==> src/rtl/scp_pkg.sv <==
// ----------------------------------------------------------------------------
// scp_pkg
// Shared constants, register indexes and event codes for the scheduled pump
// controller.
// ----------------------------------------------------------------------------
package scp_pkg;

  localparam int unsigned NOW_W    = 32;
  localparam int unsigned PCT_W    = 7;
  localparam int unsigned RAIN_W   = 3;
  localparam int unsigned SCORE_W  = 12;
  localparam int unsigned HOUR_W   = 5;
  localparam int unsigned MINUTE_W = 6;
  localparam int unsigned SECS_W   = 12;
  localparam int unsigned EVENT_W  = 2;
  localparam int unsigned CFG_IDX_W  = 3;
  localparam int unsigned CFG_DATA_W = 12;

  // cooldown = base + step * moisture gap, at most 30000 + 300 * 127
  localparam int unsigned COOL_W   = 17;
  // run length = seconds * 1000, at most 4095000
  localparam int unsigned RUN_W    = 22;

  localparam logic [COOL_W-1:0]   COOLDOWN_BASE_MS = COOL_W'(30000);
  localparam logic [COOL_W-1:0]   COOLDOWN_STEP_MS = COOL_W'(300);
  localparam logic [RUN_W-1:0]    MS_PER_SECOND    = RUN_W'(1000);
  localparam logic [RAIN_W-1:0]   RAIN_CERTAIN     = RAIN_W'(5);
  localparam logic signed [SCORE_W-1:0] LIMIT_VEGETATIVE = SCORE_W'(550);
  localparam logic signed [SCORE_W-1:0] LIMIT_GENERATIVE = SCORE_W'(600);

  typedef enum logic [CFG_IDX_W-1:0] {
    REG_MANUAL_MODE      = 3'd0,
    REG_SCHEDULE_ENABLED = 3'd1,
    REG_UPPER_MOISTURE   = 3'd2,
    REG_ON_SECONDS       = 3'd3,
    REG_START_HOUR       = 3'd4,
    REG_START_MINUTE     = 3'd5,
    REG_VEGETATIVE_PHASE = 3'd6
  } cfg_reg_t;

  typedef enum logic [EVENT_W-1:0] {
    EV_NONE    = 2'd0,
    EV_STARTED = 2'd1,
    EV_RUN_END = 2'd2,
    EV_STOPPED = 2'd3
  } event_t;

  localparam logic [PCT_W-1:0]    RST_UPPER_MOISTURE = PCT_W'(80);
  localparam logic [SECS_W-1:0]   RST_ON_SECONDS     = SECS_W'(5);
  localparam logic [HOUR_W-1:0]   RST_START_HOUR     = HOUR_W'(6);
  localparam logic [MINUTE_W-1:0] RST_START_MINUTE   = MINUTE_W'(55);

endpackage

==> src/rtl/scheduled_pump_controller.sv <==
// ----------------------------------------------------------------------------
// scheduled_pump_controller
// Automatic pump control per tick, outside manual mode: forced stops, run
// timeout, and scheduled start gated by cooldown and watering score.
//
//   channel | direction | handshake              | payload
//   in      | request   | in_valid / in_ready    | now_ms soil_pct rain_level
//           |           |                        | score_tenths clock_hour/min
//   out     | result    | out_valid / out_ready  | pump_on event_code
//   cfg     | write     | cfg_wr_en              | cfg_index cfg_data
//
// One request per cycle sustained while out_ready stays high; a request is
// captured in the input register, and its result is loaded into the output
// register when the output register is empty or being taken.
// The state update is done in one pass between them, so back-to-back
// requests see each other's state. Reset is synchronous; after it the block
// accepts at once. A stalled result holds the input register once it fills.
// ----------------------------------------------------------------------------
module scheduled_pump_controller
  import scp_pkg::*;
(
  input  logic                       clk,
  input  logic                       rst_n,

  input  logic                       in_valid,
  output logic                       in_ready,
  input  logic [NOW_W-1:0]           in_now_ms,
  input  logic [PCT_W-1:0]           in_soil_pct,
  input  logic [RAIN_W-1:0]          in_rain_level,
  input  logic signed [SCORE_W-1:0]  in_score_tenths,
  input  logic [HOUR_W-1:0]          in_clock_hour,
  input  logic [MINUTE_W-1:0]        in_clock_minute,

  output logic                       out_valid,
  input  logic                       out_ready,
  output logic                       out_pump_on,
  output logic [EVENT_W-1:0]         out_event_code,

  input  logic                       cfg_wr_en,
  input  logic [CFG_IDX_W-1:0]       cfg_index,
  input  logic [CFG_DATA_W-1:0]      cfg_data
);

  // configuration
  logic                manual_mode_r;
  logic                schedule_enabled_r;
  logic [PCT_W-1:0]    upper_moisture_r;
  logic [SECS_W-1:0]   on_seconds_r;
  logic [HOUR_W-1:0]   start_hour_r;
  logic [MINUTE_W-1:0] start_minute_r;
  logic                vegetative_phase_r;

  // controller state
  logic                pumping_r,      pumping_nxt;
  logic [NOW_W-1:0]    run_start_ms_r, run_start_ms_nxt;
  logic [NOW_W-1:0]    run_end_ms_r,   run_end_ms_nxt;
  logic                latch_valid_r,  latch_valid_nxt;
  logic [HOUR_W-1:0]   latch_hour_r,   latch_hour_nxt;
  logic [MINUTE_W-1:0] latch_minute_r, latch_minute_nxt;

  // input register
  logic                      s1_valid_r;
  logic [NOW_W-1:0]          s1_now_ms_r;
  logic [PCT_W-1:0]          s1_soil_pct_r;
  logic [RAIN_W-1:0]         s1_rain_level_r;
  logic signed [SCORE_W-1:0] s1_score_tenths_r;
  logic [HOUR_W-1:0]         s1_clock_hour_r;
  logic [MINUTE_W-1:0]       s1_clock_minute_r;

  // output register
  logic                out_valid_r;
  logic                out_pump_on_r;
  logic [EVENT_W-1:0]  out_event_code_r;

  logic                advance;
  logic                stop_cond;
  logic                sched_match;
  logic                sched_fires;
  logic [SECS_W-1:0]   secs_eff;
  logic [RUN_W-1:0]    run_len_ms;
  logic [PCT_W-1:0]    moisture_gap;
  logic [COOL_W-1:0]   cooldown_ms;
  logic [NOW_W-1:0]    since_start;
  logic [NOW_W-1:0]    since_end;
  logic                run_done;
  logic                cool_done;
  logic                score_ok;
  logic signed [SCORE_W-1:0] score_limit;
  event_t              event_nxt;

  assign advance  = s1_valid_r && (!out_valid_r || out_ready);
  assign in_ready = !s1_valid_r || advance;

  assign out_valid      = out_valid_r;
  assign out_pump_on    = out_pump_on_r;
  assign out_event_code = out_event_code_r;

  // configuration writes
  always_ff @(posedge clk) begin
    if (!rst_n) begin
      manual_mode_r      <= 1'b0;
      schedule_enabled_r <= 1'b1;
      upper_moisture_r   <= RST_UPPER_MOISTURE;
      on_seconds_r       <= RST_ON_SECONDS;
      start_hour_r       <= RST_START_HOUR;
      start_minute_r     <= RST_START_MINUTE;
      vegetative_phase_r <= 1'b1;
    end else if (cfg_wr_en) begin
      unique case (cfg_index)
        REG_MANUAL_MODE:      manual_mode_r      <= cfg_data[0];
        REG_SCHEDULE_ENABLED: schedule_enabled_r <= cfg_data[0];
        REG_UPPER_MOISTURE:   upper_moisture_r   <= cfg_data[PCT_W-1:0];
        REG_ON_SECONDS:       on_seconds_r       <= cfg_data[SECS_W-1:0];
        REG_START_HOUR:       start_hour_r       <= cfg_data[HOUR_W-1:0];
        REG_START_MINUTE:     start_minute_r     <= cfg_data[MINUTE_W-1:0];
        REG_VEGETATIVE_PHASE: vegetative_phase_r <= cfg_data[0];
        default: ;
      endcase
    end
  end

  // datapath
  assign stop_cond = !schedule_enabled_r || (s1_rain_level_r >= RAIN_CERTAIN) ||
                     (s1_soil_pct_r >= upper_moisture_r);

  assign secs_eff   = (on_seconds_r == '0) ? SECS_W'(1) : on_seconds_r;
  assign run_len_ms = RUN_W'(secs_eff) * MS_PER_SECOND;
  assign since_start = s1_now_ms_r - run_start_ms_r;
  assign run_done    = since_start >= NOW_W'(run_len_ms);

  assign moisture_gap = upper_moisture_r - s1_soil_pct_r;
  assign cooldown_ms  = COOLDOWN_BASE_MS + COOLDOWN_STEP_MS * COOL_W'(moisture_gap);
  assign since_end    = s1_now_ms_r - run_end_ms_r;
  assign cool_done    = since_end > NOW_W'(cooldown_ms);

  assign score_limit = vegetative_phase_r ? LIMIT_VEGETATIVE : LIMIT_GENERATIVE;
  assign score_ok    = s1_score_tenths_r > score_limit;

  assign sched_match = (s1_clock_hour_r == start_hour_r) &&
                       (s1_clock_minute_r == start_minute_r);
  assign sched_fires = sched_match &&
                       !(latch_valid_r && (latch_hour_r == s1_clock_hour_r) &&
                         (latch_minute_r == s1_clock_minute_r));

  always_comb begin
    pumping_nxt      = pumping_r;
    run_start_ms_nxt = run_start_ms_r;
    run_end_ms_nxt   = run_end_ms_r;
    latch_valid_nxt  = latch_valid_r;
    latch_hour_nxt   = latch_hour_r;
    latch_minute_nxt = latch_minute_r;
    event_nxt        = EV_NONE;
    if (!manual_mode_r) begin
      if (stop_cond) begin
        if (pumping_r) begin
          pumping_nxt    = 1'b0;
          run_end_ms_nxt = s1_now_ms_r;
          event_nxt      = EV_STOPPED;
        end
      end else if (pumping_r) begin
        if (run_done) begin
          pumping_nxt    = 1'b0;
          run_end_ms_nxt = s1_now_ms_r;
          event_nxt      = EV_RUN_END;
        end
      end else begin
        if (!sched_match) begin
          latch_valid_nxt  = 1'b0;
          latch_hour_nxt   = '0;
          latch_minute_nxt = '0;
        end else if (sched_fires) begin
          latch_valid_nxt  = 1'b1;
          latch_hour_nxt   = s1_clock_hour_r;
          latch_minute_nxt = s1_clock_minute_r;
          if (cool_done && score_ok) begin
            pumping_nxt      = 1'b1;
            run_start_ms_nxt = s1_now_ms_r;
            event_nxt        = EV_STARTED;
          end
        end
      end
    end
  end

  always_ff @(posedge clk) begin
    if (!rst_n) begin
      pumping_r      <= 1'b0;
      run_start_ms_r <= '0;
      run_end_ms_r   <= '0;
      latch_valid_r  <= 1'b0;
      latch_hour_r   <= '0;
      latch_minute_r <= '0;
    end else if (advance) begin
      pumping_r      <= pumping_nxt;
      run_start_ms_r <= run_start_ms_nxt;
      run_end_ms_r   <= run_end_ms_nxt;
      latch_valid_r  <= latch_valid_nxt;
      latch_hour_r   <= latch_hour_nxt;
      latch_minute_r <= latch_minute_nxt;
    end
  end

  // input register
  always_ff @(posedge clk) begin
    if (!rst_n) begin
      s1_valid_r <= 1'b0;
    end else if (in_ready) begin
      s1_valid_r <= in_valid;
    end
  end

  always_ff @(posedge clk) begin
    if (in_valid && in_ready) begin
      s1_now_ms_r       <= in_now_ms;
      s1_soil_pct_r     <= in_soil_pct;
      s1_rain_level_r   <= in_rain_level;
      s1_score_tenths_r <= in_score_tenths;
      s1_clock_hour_r   <= in_clock_hour;
      s1_clock_minute_r <= in_clock_minute;
    end
  end

  // output register
  always_ff @(posedge clk) begin
    if (!rst_n) begin
      out_valid_r <= 1'b0;
    end else if (advance) begin
      out_valid_r <= 1'b1;
    end else if (out_ready) begin
      out_valid_r <= 1'b0;
    end
  end

  always_ff @(posedge clk) begin
    if (advance) begin
      out_pump_on_r    <= pumping_nxt;
      out_event_code_r <= event_nxt;
    end
  end

endmodule

==> config.mk <==
export PLATFORM = sky130hd
export DESIGN_NAME = scheduled_pump_controller
export DESIGN_NICKNAME = d
export VERILOG_FILES = /design/src/rtl/scp_pkg.sv /design/src/rtl/scheduled_pump_controller.sv
export SDC_FILE = /design/constraint.sdc
export NUM_CORES = 1
export LEC_CHECK = 0
export BUFFER_PORTS_ARGS = -buffer_cell sky130_fd_sc_hd__clkbuf_2
export CAP_MARGIN = 20
export CORE_ASPECT_RATIO = 2
export CORE_MARGIN = 4
export CORE_UTILIZATION = 65
export DETAILED_ROUTE_END_ITERATION = 8
export PLACE_DENSITY = 0.94
export SETUP_SLACK_MARGIN = 0.05
export SLEW_MARGIN = 10
export SYNTH_ARGS = -nofsm -noshare
export SYNTH_HDL_FRONTEND = slang
export SYNTH_SLANG_ARGS = --single-unit
==> constraint.sdc <==
create_clock -name clk -period 10.9 [get_ports clk]
set_clock_uncertainty 0.2 [all_clocks]
set_input_delay 2.18 -clock clk [delete_from_list [all_inputs] [get_ports clk]]
set_output_delay 2.18 -clock clk [all_outputs]
set_load 0.005 [all_outputs]
==> results of run 1 <==
[routing by layer]
| metal | part of all wire, % | up-vias | GRT usage (%) |
|---|---|---|---|
| li1 | - | 5595 | - |
| met1 | 35 | 5574 | 28.4 |
| met2 | 54 | 409 | 54.8 |
| met3 | 4.2 | 166 | 4.58 |
| met4 | 7.3 | 0 | 20.9 |
| met5 | 0 | - | 0 |
[cell type report]
cell class	instances	area (um2)	share of cell area, %
Multi-Input combinational cell	1152	9300	58.9
Sequential cell	180	4280	27.1
Inverter	188	706	4.47
Timing Repair Buffer	96	533	3.38
Clock buffer	18	429	2.72
Tap cell	276	345	2.19
Clock inverter	14	189	1.20
[registers in the layout, indices dropped and copies added (netlist names), 6 cells and up]
register / count
s1_now_ms_r: 32
s1_score_tenths_r: 12
on_seconds_r: 12
run_end_ms_r: 32
s1_soil_pct_r: 7
upper_moisture_r: 7
start_minute_r: 6
latch_minute_r: 6
s1_clock_minute_r: 6
run_start_ms_r: 32
[worst register-to-register path, delay by kind of cell (launching register included)]
kind,cells,cell delay [ns]
fa+ha+maj,7,2.93
simple gates,8,2.27
compound gates,11,2.07
buf+inv,4,0.50
flops,1,0.36
mux,1,0.30
xor+xnor,1,0.25
[placed cells by master, fill, tap and decap left out, types with 26 or more instances in the layout]
cell	instances
nor2_1	59
edfxtp_1	68
fa_1	43
dfxtp_1	112
mux2i_1	89
clkbuf_2	88
xor2_1	42
nor2b_1	66
nand3_1	28
inv_1	188
nand2b_1	26
xnor2_1	61
ha_1	196
nand2_1	136
a21oi_1	78
o21ai_0	51
a21o_1	42
[power by group through the flow]
stage	combinational, mW	sequential [mW]	clock [mW]
after global routing	1.20	0.737	0.667
after global placement	0.988	0.749	0
after floorplan	0.802	0.744	0
after CTS	1.05	0.735	0.643
after detailed placement	1.04	0.750	0
final	1.06	0.736	0.638
[cells by family (layout without fill, tap and decap cells)]
logic type      after synthesis  after routing
simple gates                403            403
compound gates              317            317
fa+ha+maj                   239            239
buf+inv                     228            316
flops                       180            180
xor+xnor                    103            103
mux                          90             90
[path summary, 6_finish.rpt]
check                     endpoint        startpoint  slack, ns
hold reg to reg   run_end_ms_r[23]  run_end_ms_r[23]       0.26
hold / removal    run_end_ms_r[23]  run_end_ms_r[23]       0.26
setup / recovery  run_end_ms_r[12]   on_seconds_r[4]       1.91
setup reg to reg  run_end_ms_r[12]   on_seconds_r[4]       1.91
[synth_stat cells, types with 7 or more instances]
cell / instances
o21ai_0: 51
mux2i_1: 89
xor2_1: 42
nor2b_1: 66
inv_1: 188
and2_1: 11
edfxtp_1: 68
a31oi_1: 9
nand2_1: 136
ha_1: 196
clkbuf_1: 30
nand3_1: 28
o211ai_1: 11
nor3_1: 18
fa_1: 43
a21boi_0: 11
a22oi_1: 12
or3_1: 8
o21bai_1: 19
dfxtp_1: 112
nand4_1: 15
nand2b_1: 26
o21a_1: 20
a21o_1: 42
nor2_1: 59
xnor2_1: 61
nor4_1: 7
a21oi_1: 78
buf_6: 7
==> report_table.html, run 1 <==
<table>
<tr><th>Metric</th><th>Value</th></tr>
<tr><th colspan="2">Outcome</th></tr>
<tr><td>Run status</td><td>complete, no violations</td></tr>
<tr><th colspan="2">Min path</th></tr>
<tr><td>Hold Crit Class</td><td>register to register</td></tr>
<tr><td>Cells on Worst Hold Path</td><td>2</td></tr>
<tr><th colspan="2">Timing</th></tr>
<tr><td>Final hold violations</td><td>0</td></tr>
<tr><td>Final worst-path cycle share</td><td>82.5%</td></tr>
<tr><td>Max_slew headroom</td><td>41.3%</td></tr>
<tr><td>Setup ws final</td><td>1.91 ns</td></tr>
<tr><td>Fin. max-slew vios</td><td>0</td></tr>
<tr><td>Slew of the pin with the lowest slew margin</td><td>0.874 ns</td></tr>
<tr><td>Maximum operating frequency</td><td>0.111 GHz</td></tr>
<tr><td>Total negative slack for setup checks</td><td>0 ns</td></tr>
<tr><td>Setup repair after global routing missed its margin</td><td>no</td></tr>
<tr><td>Worst hold slack</td><td>0.264 ns</td></tr>
<tr><td>Final number of setup-violating endpoints</td><td>0</td></tr>
<tr><td>Post-layout min period</td><td>8.99 ns</td></tr>
<tr><th colspan="2">Detailed routing</th></tr>
<tr><td>Final wirelength</td><td>36000 um</td></tr>
<tr><td>Final routed DRC violation total</td><td>0</td></tr>
<tr><td>Vias</td><td>11700</td></tr>
<tr><td>Pre-antenna DRT Iters</td><td>5</td></tr>
<tr><td>Wire length per cell</td><td>18.7 um</td></tr>
<tr><td>Average vias per placed instance</td><td>6.10</td></tr>
<tr><td>Antenna Nets Post-Route</td><td>0</td></tr>
<tr><td>Initial DRC Count</td><td>787</td></tr>
<tr><th colspan="2">Finish</th></tr>
<tr><td>Post-synthesis to final-layout area growth</td><td>8.92%</td></tr>
<tr><td>Fin util</td><td>71.6%</td></tr>
<tr><td>Final net count</td><td>1959</td></tr>
<tr><td>Layout cells sized above 1</td><td>8.92%</td></tr>
<tr><td>Finished layout cell area</td><td>15800 um2</td></tr>
<tr><td>Count of inserted antenna diode cells</td><td>0</td></tr>
<tr><td>Number of inserted filler cells in the final layout</td><td>1556</td></tr>
<tr><td>Post-layout instance count excluding filler cells</td><td>1924</td></tr>
<tr><th colspan="2">Clock tree</th></tr>
<tr><td>Gates resized, CTS repair</td><td>0</td></tr>
<tr><td>Hold bufs inserted after CTS</td><td>0</td></tr>
<tr><td>Insertion delay to the later sink of the worst-skew pair</td><td>0.46 ns</td></tr>
<tr><td>Clock slew seen by the registers of the worst setup and hold paths</td><td>0.08 ns</td></tr>
<tr><td>Maximum root-to-sink buffer count</td><td>2</td></tr>
<tr><td>H-tree depth</td><td>4</td></tr>
<tr><td>Number of buffers inserted by post-CTS setup repair</td><td>0</td></tr>
<tr><td>TritonCTS Sinks</td><td>180</td></tr>
<tr><td>CTS tree</td><td>built</td></tr>
<tr><td>Number of buffers created by CTS</td><td>17</td></tr>
<tr><td>Cell at the root of the clock tree</td><td>clkbuf_16</td></tr>
<tr><th colspan="2">Run</th></tr>
<tr><td>Total of max-cap violations</td><td>0</td></tr>
<tr><th colspan="2">Power and ir drop</th></tr>
<tr><td>Net switching share of the total power</td><td>38.0%</td></tr>
<tr><td>Leakage power</td><td>7.21 nW</td></tr>
<tr><td>Proportion of power drawn by combinational gates</td><td>43.6%</td></tr>
<tr><td>Share of power burned in registers</td><td>30.2%</td></tr>
<tr><td>Worst vdd rail ir drop</td><td>0.240 mV</td></tr>
<tr><td>Psw</td><td>927 uW</td></tr>
<tr><td>Internal power of the cells</td><td>1.51 mW</td></tr>
<tr><td>Clk pwr share</td><td>26.2%</td></tr>
<tr><td>Areal power density over the cells</td><td>154 nW/um2</td></tr>
<tr><td>Pwr Total</td><td>2.44 mW</td></tr>
<tr><th colspan="2">GRT</th></tr>
<tr><td>Grt total ovfl</td><td>0</td></tr>
<tr><td>Global-route wire length before repair</td><td>57700 um</td></tr>
<tr><td>Largest net degree at the start of global routing</td><td>131</td></tr>
<tr><td>Number of global-route vias before repair</td><td>12400</td></tr>
<tr><td>Overall Global Routing Usage</td><td>29.3%</td></tr>
<tr><td>Initial antenna violation count</td><td>0</td></tr>
<tr><th colspan="2">Floorplanning</th></tr>
<tr><td>Effective utilization at floorplan</td><td>65.7%</td></tr>
<tr><td>Row cnt</td><td>77</td></tr>
<tr><td>Ports</td><td>90</td></tr>
<tr><td>Height of the chip</td><td>219 um</td></tr>
<tr><td>Core region area</td><td>22100 um2</td></tr>
<tr><td>X dimension of the die</td><td>114 um</td></tr>
<tr><td>Die outline area</td><td>24900 um2</td></tr>
<tr><th colspan="2">Worst setup path</th></tr>
<tr><td>Slowest cell on crit path</td><td>nor2_1</td></tr>
<tr><td>Cell type with the highest occurrence count on the critical path</td><td>fa_1</td></tr>
<tr><td>Arrival time of data at the critical path endpoint</td><td>9.15 ns</td></tr>
<tr><td>Setup crit end kind</td><td>register</td></tr>
<tr><td>Count of buffering cells on the critical path with inverters included</td><td>4</td></tr>
<tr><td>Largest delay contributor family on the critical path</td><td>adder cells</td></tr>
<tr><td>Critical-path maximum fanout</td><td>25</td></tr>
<tr><td>Number of cells on the worst reg-to-reg path</td><td>32</td></tr>
<tr><td>Worst endpoint required time</td><td>11.06 ns</td></tr>
<tr><td>Stage delay of the slowest cell on the critical path</td><td>0.62 ns</td></tr>
<tr><td>Stages on the worst setup path</td><td>32</td></tr>
<tr><td>Worst Setup Start Kind</td><td>register</td></tr>
<tr><td>Crit Path Category</td><td>register to register</td></tr>
<tr><th colspan="2">Synth</th></tr>
<tr><td>Complex-gate fraction of the synthesized area</td><td>14.8%</td></tr>
<tr><td>Sequential cell area fraction in the yosys report</td><td>29.6%</td></tr>
<tr><td>Yosys cell types</td><td>76</td></tr>
<tr><td>Area share of and/or/nand/nor cells after synthesis</td><td>14.0%</td></tr>
<tr><td>Yosys top cell by area</td><td>ha_1</td></tr>
<tr><td>Combinational family with the most area after synthesis</td><td>adder cells</td></tr>
<tr><td>Post-synthesis adder-cell area fraction</td><td>22.9%</td></tr>
<tr><td>Ranking of synthesized cells by area</td><td>ha_1 (17%), dfxtp_1 (15%), edfxtp_1 (14%), mux2i_1 (6.1%), fa_1 (5.9%)</td></tr>
<tr><td>Syn_area_per_cell</td><td>9.29 um2</td></tr>
<tr><td>Number of synthesized flops with an enable pin</td><td>68</td></tr>
<tr><td>Mux share of post-synthesis cell area</td><td>6.22%</td></tr>
<tr><td>Cell count after synthesis</td><td>1560</td></tr>
<tr><td>Share of the synthesized area in the top cell type</td><td>16.9%</td></tr>
<tr><td>Flip-flop cell with the highest count after synthesis</td><td>dfxtp_1</td></tr>
<tr><td>Post-Synth XOR/XNOR Area</td><td>6.22%</td></tr>
<tr><td>Number of register bits inferred by synthesis</td><td>180</td></tr>
<tr><td>Post-Syn Nets</td><td>1884</td></tr>
<tr><td>Syn. warnings</td><td>0</td></tr>
<tr><td>Post-synthesis instance area</td><td>14500 um2</td></tr>
<tr><td>Post-synthesis async set-or-reset flop share</td><td>0%</td></tr>
<tr><th colspan="2">Placement</th></tr>
<tr><td>Port buffer count</td><td>89</td></tr>
<tr><td>Global placement routability congestion</td><td>0.965</td></tr>
<tr><td>Place WS</td><td>1.97 ns</td></tr>
<tr><td>Area after detailed placement</td><td>15100 um2</td></tr>
<tr><td>Final HPWL from detailed placement</td><td>27600 um</td></tr>
<tr><td>Placed Instances</td><td>1890</td></tr>
</table>
Power figures use the tool's default switching activity.
==> run 2: changes to the inputs <==
- CORE_UTILIZATION: 65 -> 63
- PLACE_DENSITY: 0.94 -> 0.91
- clock period: 10.9 -> 8.7 ns (I/O delays scaled with it)
==> run 2 against run 1 <==
  * Worst hold slack better by 0.0030 ns
  * First-iteration DRC count is 7.9% lower
  * Cell area is 0.40% higher
  * Power is 24% higher
  * Die area is 3.0% higher
  * Via count is 0.77% lower
  * Largest cell class unchanged
==> report_table.html, run 2 (synthesized netlist as in run 1, its figures left out) <==
<table>
<tr><th>Metric</th><th>Value</th></tr>
<tr><th colspan="2">Worst setup path</th></tr>
<tr><td>Slowest cell on crit path</td><td>fa_1</td></tr>
<tr><td>Cell type with the highest occurrence count on the critical path</td><td>ha_1</td></tr>
<tr><td>Worst endpoint required time</td><td>8.82 ns</td></tr>
<tr><td>Worst Setup Start Kind</td><td>register</td></tr>
<tr><td>Stage delay of the slowest cell on the critical path</td><td>0.48 ns</td></tr>
<tr><td>Arrival time of data at the critical path endpoint</td><td>8.35 ns</td></tr>
<tr><td>Setup crit end kind</td><td>register</td></tr>
<tr><td>Crit Path Category</td><td>register to register</td></tr>
<tr><td>Critical-path maximum fanout</td><td>16</td></tr>
<tr><th colspan="2">Clock tree</th></tr>
<tr><td>Insertion delay to the later sink of the worst-skew pair</td><td>0.46 ns</td></tr>
<tr><td>CTS tree</td><td>built</td></tr>
<tr><td>Cell at the root of the clock tree</td><td>clkbuf_16</td></tr>
<tr><td>Clock slew seen by the registers of the worst setup and hold paths</td><td>0.07 ns</td></tr>
<tr><td>Maximum root-to-sink buffer count</td><td>2</td></tr>
<tr><td>TritonCTS Sinks</td><td>180</td></tr>
<tr><td>Hold bufs inserted after CTS</td><td>0</td></tr>
<tr><td>Number of buffers created by CTS</td><td>17</td></tr>
<tr><td>H-tree depth</td><td>4</td></tr>
<tr><th colspan="2">Placement</th></tr>
<tr><td>Port buffer count</td><td>89</td></tr>
<tr><td>Global placement routability congestion</td><td>0.939</td></tr>
<tr><td>Final HPWL from detailed placement</td><td>27400 um</td></tr>
<tr><td>Place WS</td><td>0.278 ns</td></tr>
<tr><td>Placed Instances</td><td>1898</td></tr>
<tr><th colspan="2">Power and ir drop</th></tr>
<tr><td>Worst vdd rail ir drop</td><td>0.190 mV</td></tr>
<tr><td>Share of power burned in registers</td><td>30.6%</td></tr>
<tr><td>Leakage power</td><td>7.23 nW</td></tr>
<tr><td>Clk pwr share</td><td>25.0%</td></tr>
<tr><td>Areal power density over the cells</td><td>190 nW/um2</td></tr>
<tr><td>Psw</td><td>1.15 mW</td></tr>
<tr><td>Net switching share of the total power</td><td>38.2%</td></tr>
<tr><td>Proportion of power drawn by combinational gates</td><td>44.3%</td></tr>
<tr><td>Internal power of the cells</td><td>1.86 mW</td></tr>
<tr><th colspan="2">GRT</th></tr>
<tr><td>Overall Global Routing Usage</td><td>28.3%</td></tr>
<tr><td>Global-route wire length before repair</td><td>57700 um</td></tr>
<tr><td>Number of global-route vias before repair</td><td>12500</td></tr>
<tr><td>Largest net degree at the start of global routing</td><td>97</td></tr>
<tr><td>Initial antenna violation count</td><td>0</td></tr>
<tr><td>Grt total ovfl</td><td>0</td></tr>
<tr><th colspan="2">Finish</th></tr>
<tr><td>Most common cell after layout, fill and taps aside</td><td>ha_1</td></tr>
<tr><td>Fin util</td><td>70.0%</td></tr>
<tr><td>Post-synthesis to final-layout area growth</td><td>9.35%</td></tr>
<tr><td>Count of inserted antenna diode cells</td><td>0</td></tr>
<tr><td>Final net count</td><td>1963</td></tr>
<tr><td>Post-layout instance count excluding filler cells</td><td>1932</td></tr>
<tr><td>Registers with the most flip-flops</td><td>run_end_ms_r: 32 flops, run_start_ms_r: 32 flops, s1_now_ms_r: 32 flops</td></tr>
<tr><td>Layout cells sized above 1</td><td>9.99%</td></tr>
<tr><td>Number of inserted filler cells in the final layout</td><td>1632</td></tr>
<tr><td>Most used cells in the layout excluding fill and tap cells</td><td>ha_1 (196), inv_1 (188), nand2_1 (136)</td></tr>
<tr><th colspan="2">Floorplanning</th></tr>
<tr><td>Row cnt</td><td>78</td></tr>
<tr><td>Core region area</td><td>22600 um2</td></tr>
<tr><td>Height of the chip</td><td>223 um</td></tr>
<tr><td>X dimension of the die</td><td>115 um</td></tr>
<tr><td>Effective utilization at floorplan</td><td>64.0%</td></tr>
<tr><td>Ports</td><td>90</td></tr>
<tr><td>Die outline area</td><td>25600 um2</td></tr>
<tr><th colspan="2">Detailed routing</th></tr>
<tr><td>Vias</td><td>11700</td></tr>
<tr><td>Initial DRC Count</td><td>725</td></tr>
<tr><td>Wire length per cell</td><td>18.5 um</td></tr>
<tr><td>Final wirelength</td><td>35800 um</td></tr>
<tr><td>Pre-antenna DRT Iters</td><td>5</td></tr>
<tr><td>Final routed DRC violation total</td><td>0</td></tr>
<tr><td>Antenna Nets Post-Route</td><td>0</td></tr>
<tr><td>Average vias per placed instance</td><td>6.03</td></tr>
<tr><th colspan="2">Timing</th></tr>
<tr><td>Setup repair after global routing missed its margin</td><td>no</td></tr>
<tr><td>Total negative slack for setup checks</td><td>0 ns</td></tr>
<tr><td>Max_slew headroom</td><td>38.3%</td></tr>
<tr><td>Setup ws final</td><td>0.473 ns</td></tr>
<tr><td>Final number of setup-violating endpoints</td><td>0</td></tr>
<tr><td>Slew of the pin with the lowest slew margin</td><td>0.918 ns</td></tr>
<tr><td>Final hold violations</td><td>0</td></tr>
<tr><td>Fin. max-slew vios</td><td>0</td></tr>
<tr><td>Post-layout min period</td><td>8.23 ns</td></tr>
<tr><td>Final worst-path cycle share</td><td>94.6%</td></tr>
<tr><td>Maximum operating frequency</td><td>0.122 GHz</td></tr>
<tr><th colspan="2">Run</th></tr>
<tr><td>Total of max-cap violations</td><td>0</td></tr>
<tr><th colspan="2">Outcome</th></tr>
<tr><td>Run status</td><td>complete, no violations</td></tr>
<tr><th colspan="2">Min path</th></tr>
<tr><td>Hold Crit Class</td><td>register to register</td></tr>
</table>
run 2: changes by cell type in the layout (fill, tap and decap cells not counted), moves of 2 or more:
cell / delta
a21oi_1: -6
a21oi_2: +6
buf_4: +3
clkinv_4: -3
clkinv_8: -2
inv_6: +3
nor2_1: -5
nor2_2: +4
nor4_1: -2
nor4_2: +2
run 2: worst paths after layout:
kind	start	end	slack, ns	depth (start not counted)
worst max-delay path	upper_moisture_r[0]	run_start_ms_r[4]	0.47	36
worst min register to register	run_end_ms_r[27]	run_end_ms_r[27]	0.27	2
worst min-delay path	run_end_ms_r[27]	run_end_ms_r[27]	0.27	2
worst max register to register	upper_moisture_r[0]	run_start_ms_r[4]	0.47	36
run 2: cell type report:
type | instances | area, um2 | area share (%)
inverter | 188 | 706 | 4.45
multi-input combinational | 1152 | 9370 | 59.1
timing repair buffer | 100 | 573 | 3.62
tap | 280 | 350 | 2.21
clock buffer | 18 | 429 | 2.71
clock inverter | 14 | 138 | 0.868
sequential | 180 | 4280 | 27.0
run 2: power groups by stage:
stage / logic [mW] / registers (mW) / clock network [mW]
3_5_place_dp: 1.30 / 0.940 / 0
3_3_place_gp: 1.22 / 0.939 / 0
6_report: 1.33 / 0.922 / 0.753
5_1_grt: 1.53 / 0.924 / 0.798
4_1_cts: 1.31 / 0.921 / 0.758
2_1_floorplan: 1.00 / 0.932 / 0
run 2: stage by stage:
stage               power, mW  hold slack (ns)  area, um2
detailed placement       2.24            0.254      15200
floorplan                1.94            0.238      14500
global route             3.25            0.288      15800
CTS                      2.99            0.267      15700
global placement         2.16            0.244      15200
finish                   3.01            0.267      15800
run 2: timing repair:
action | 4_1_cts | 5_1_grt
endpoints found under the setup margin | 0 | 68
resized for setup | 0 | 22
buffers inserted | 0 | 1
run 2: worst max-delay path, delay by kind of cell, from the launching register on:
family          cells  cell delay (ns)
compound gates     12             2.10
xor+xnor            3             0.43
flops               1             0.31
mux                 1             0.29
simple gates        8             1.50
buf+inv             4             0.42
fa+ha+maj           8             2.85
run 2: layer usage:
metal / track usage [%] / vias to the layer above / wire (um)
met4: 18.4 / 0 / 2420
met5: 0 / - / 0
met1: 27.5 / 5525 / 12100
met3: 4.85 / 152 / 1550
met2: 52.8 / 387 / 19700
li1: - / 5589 / -
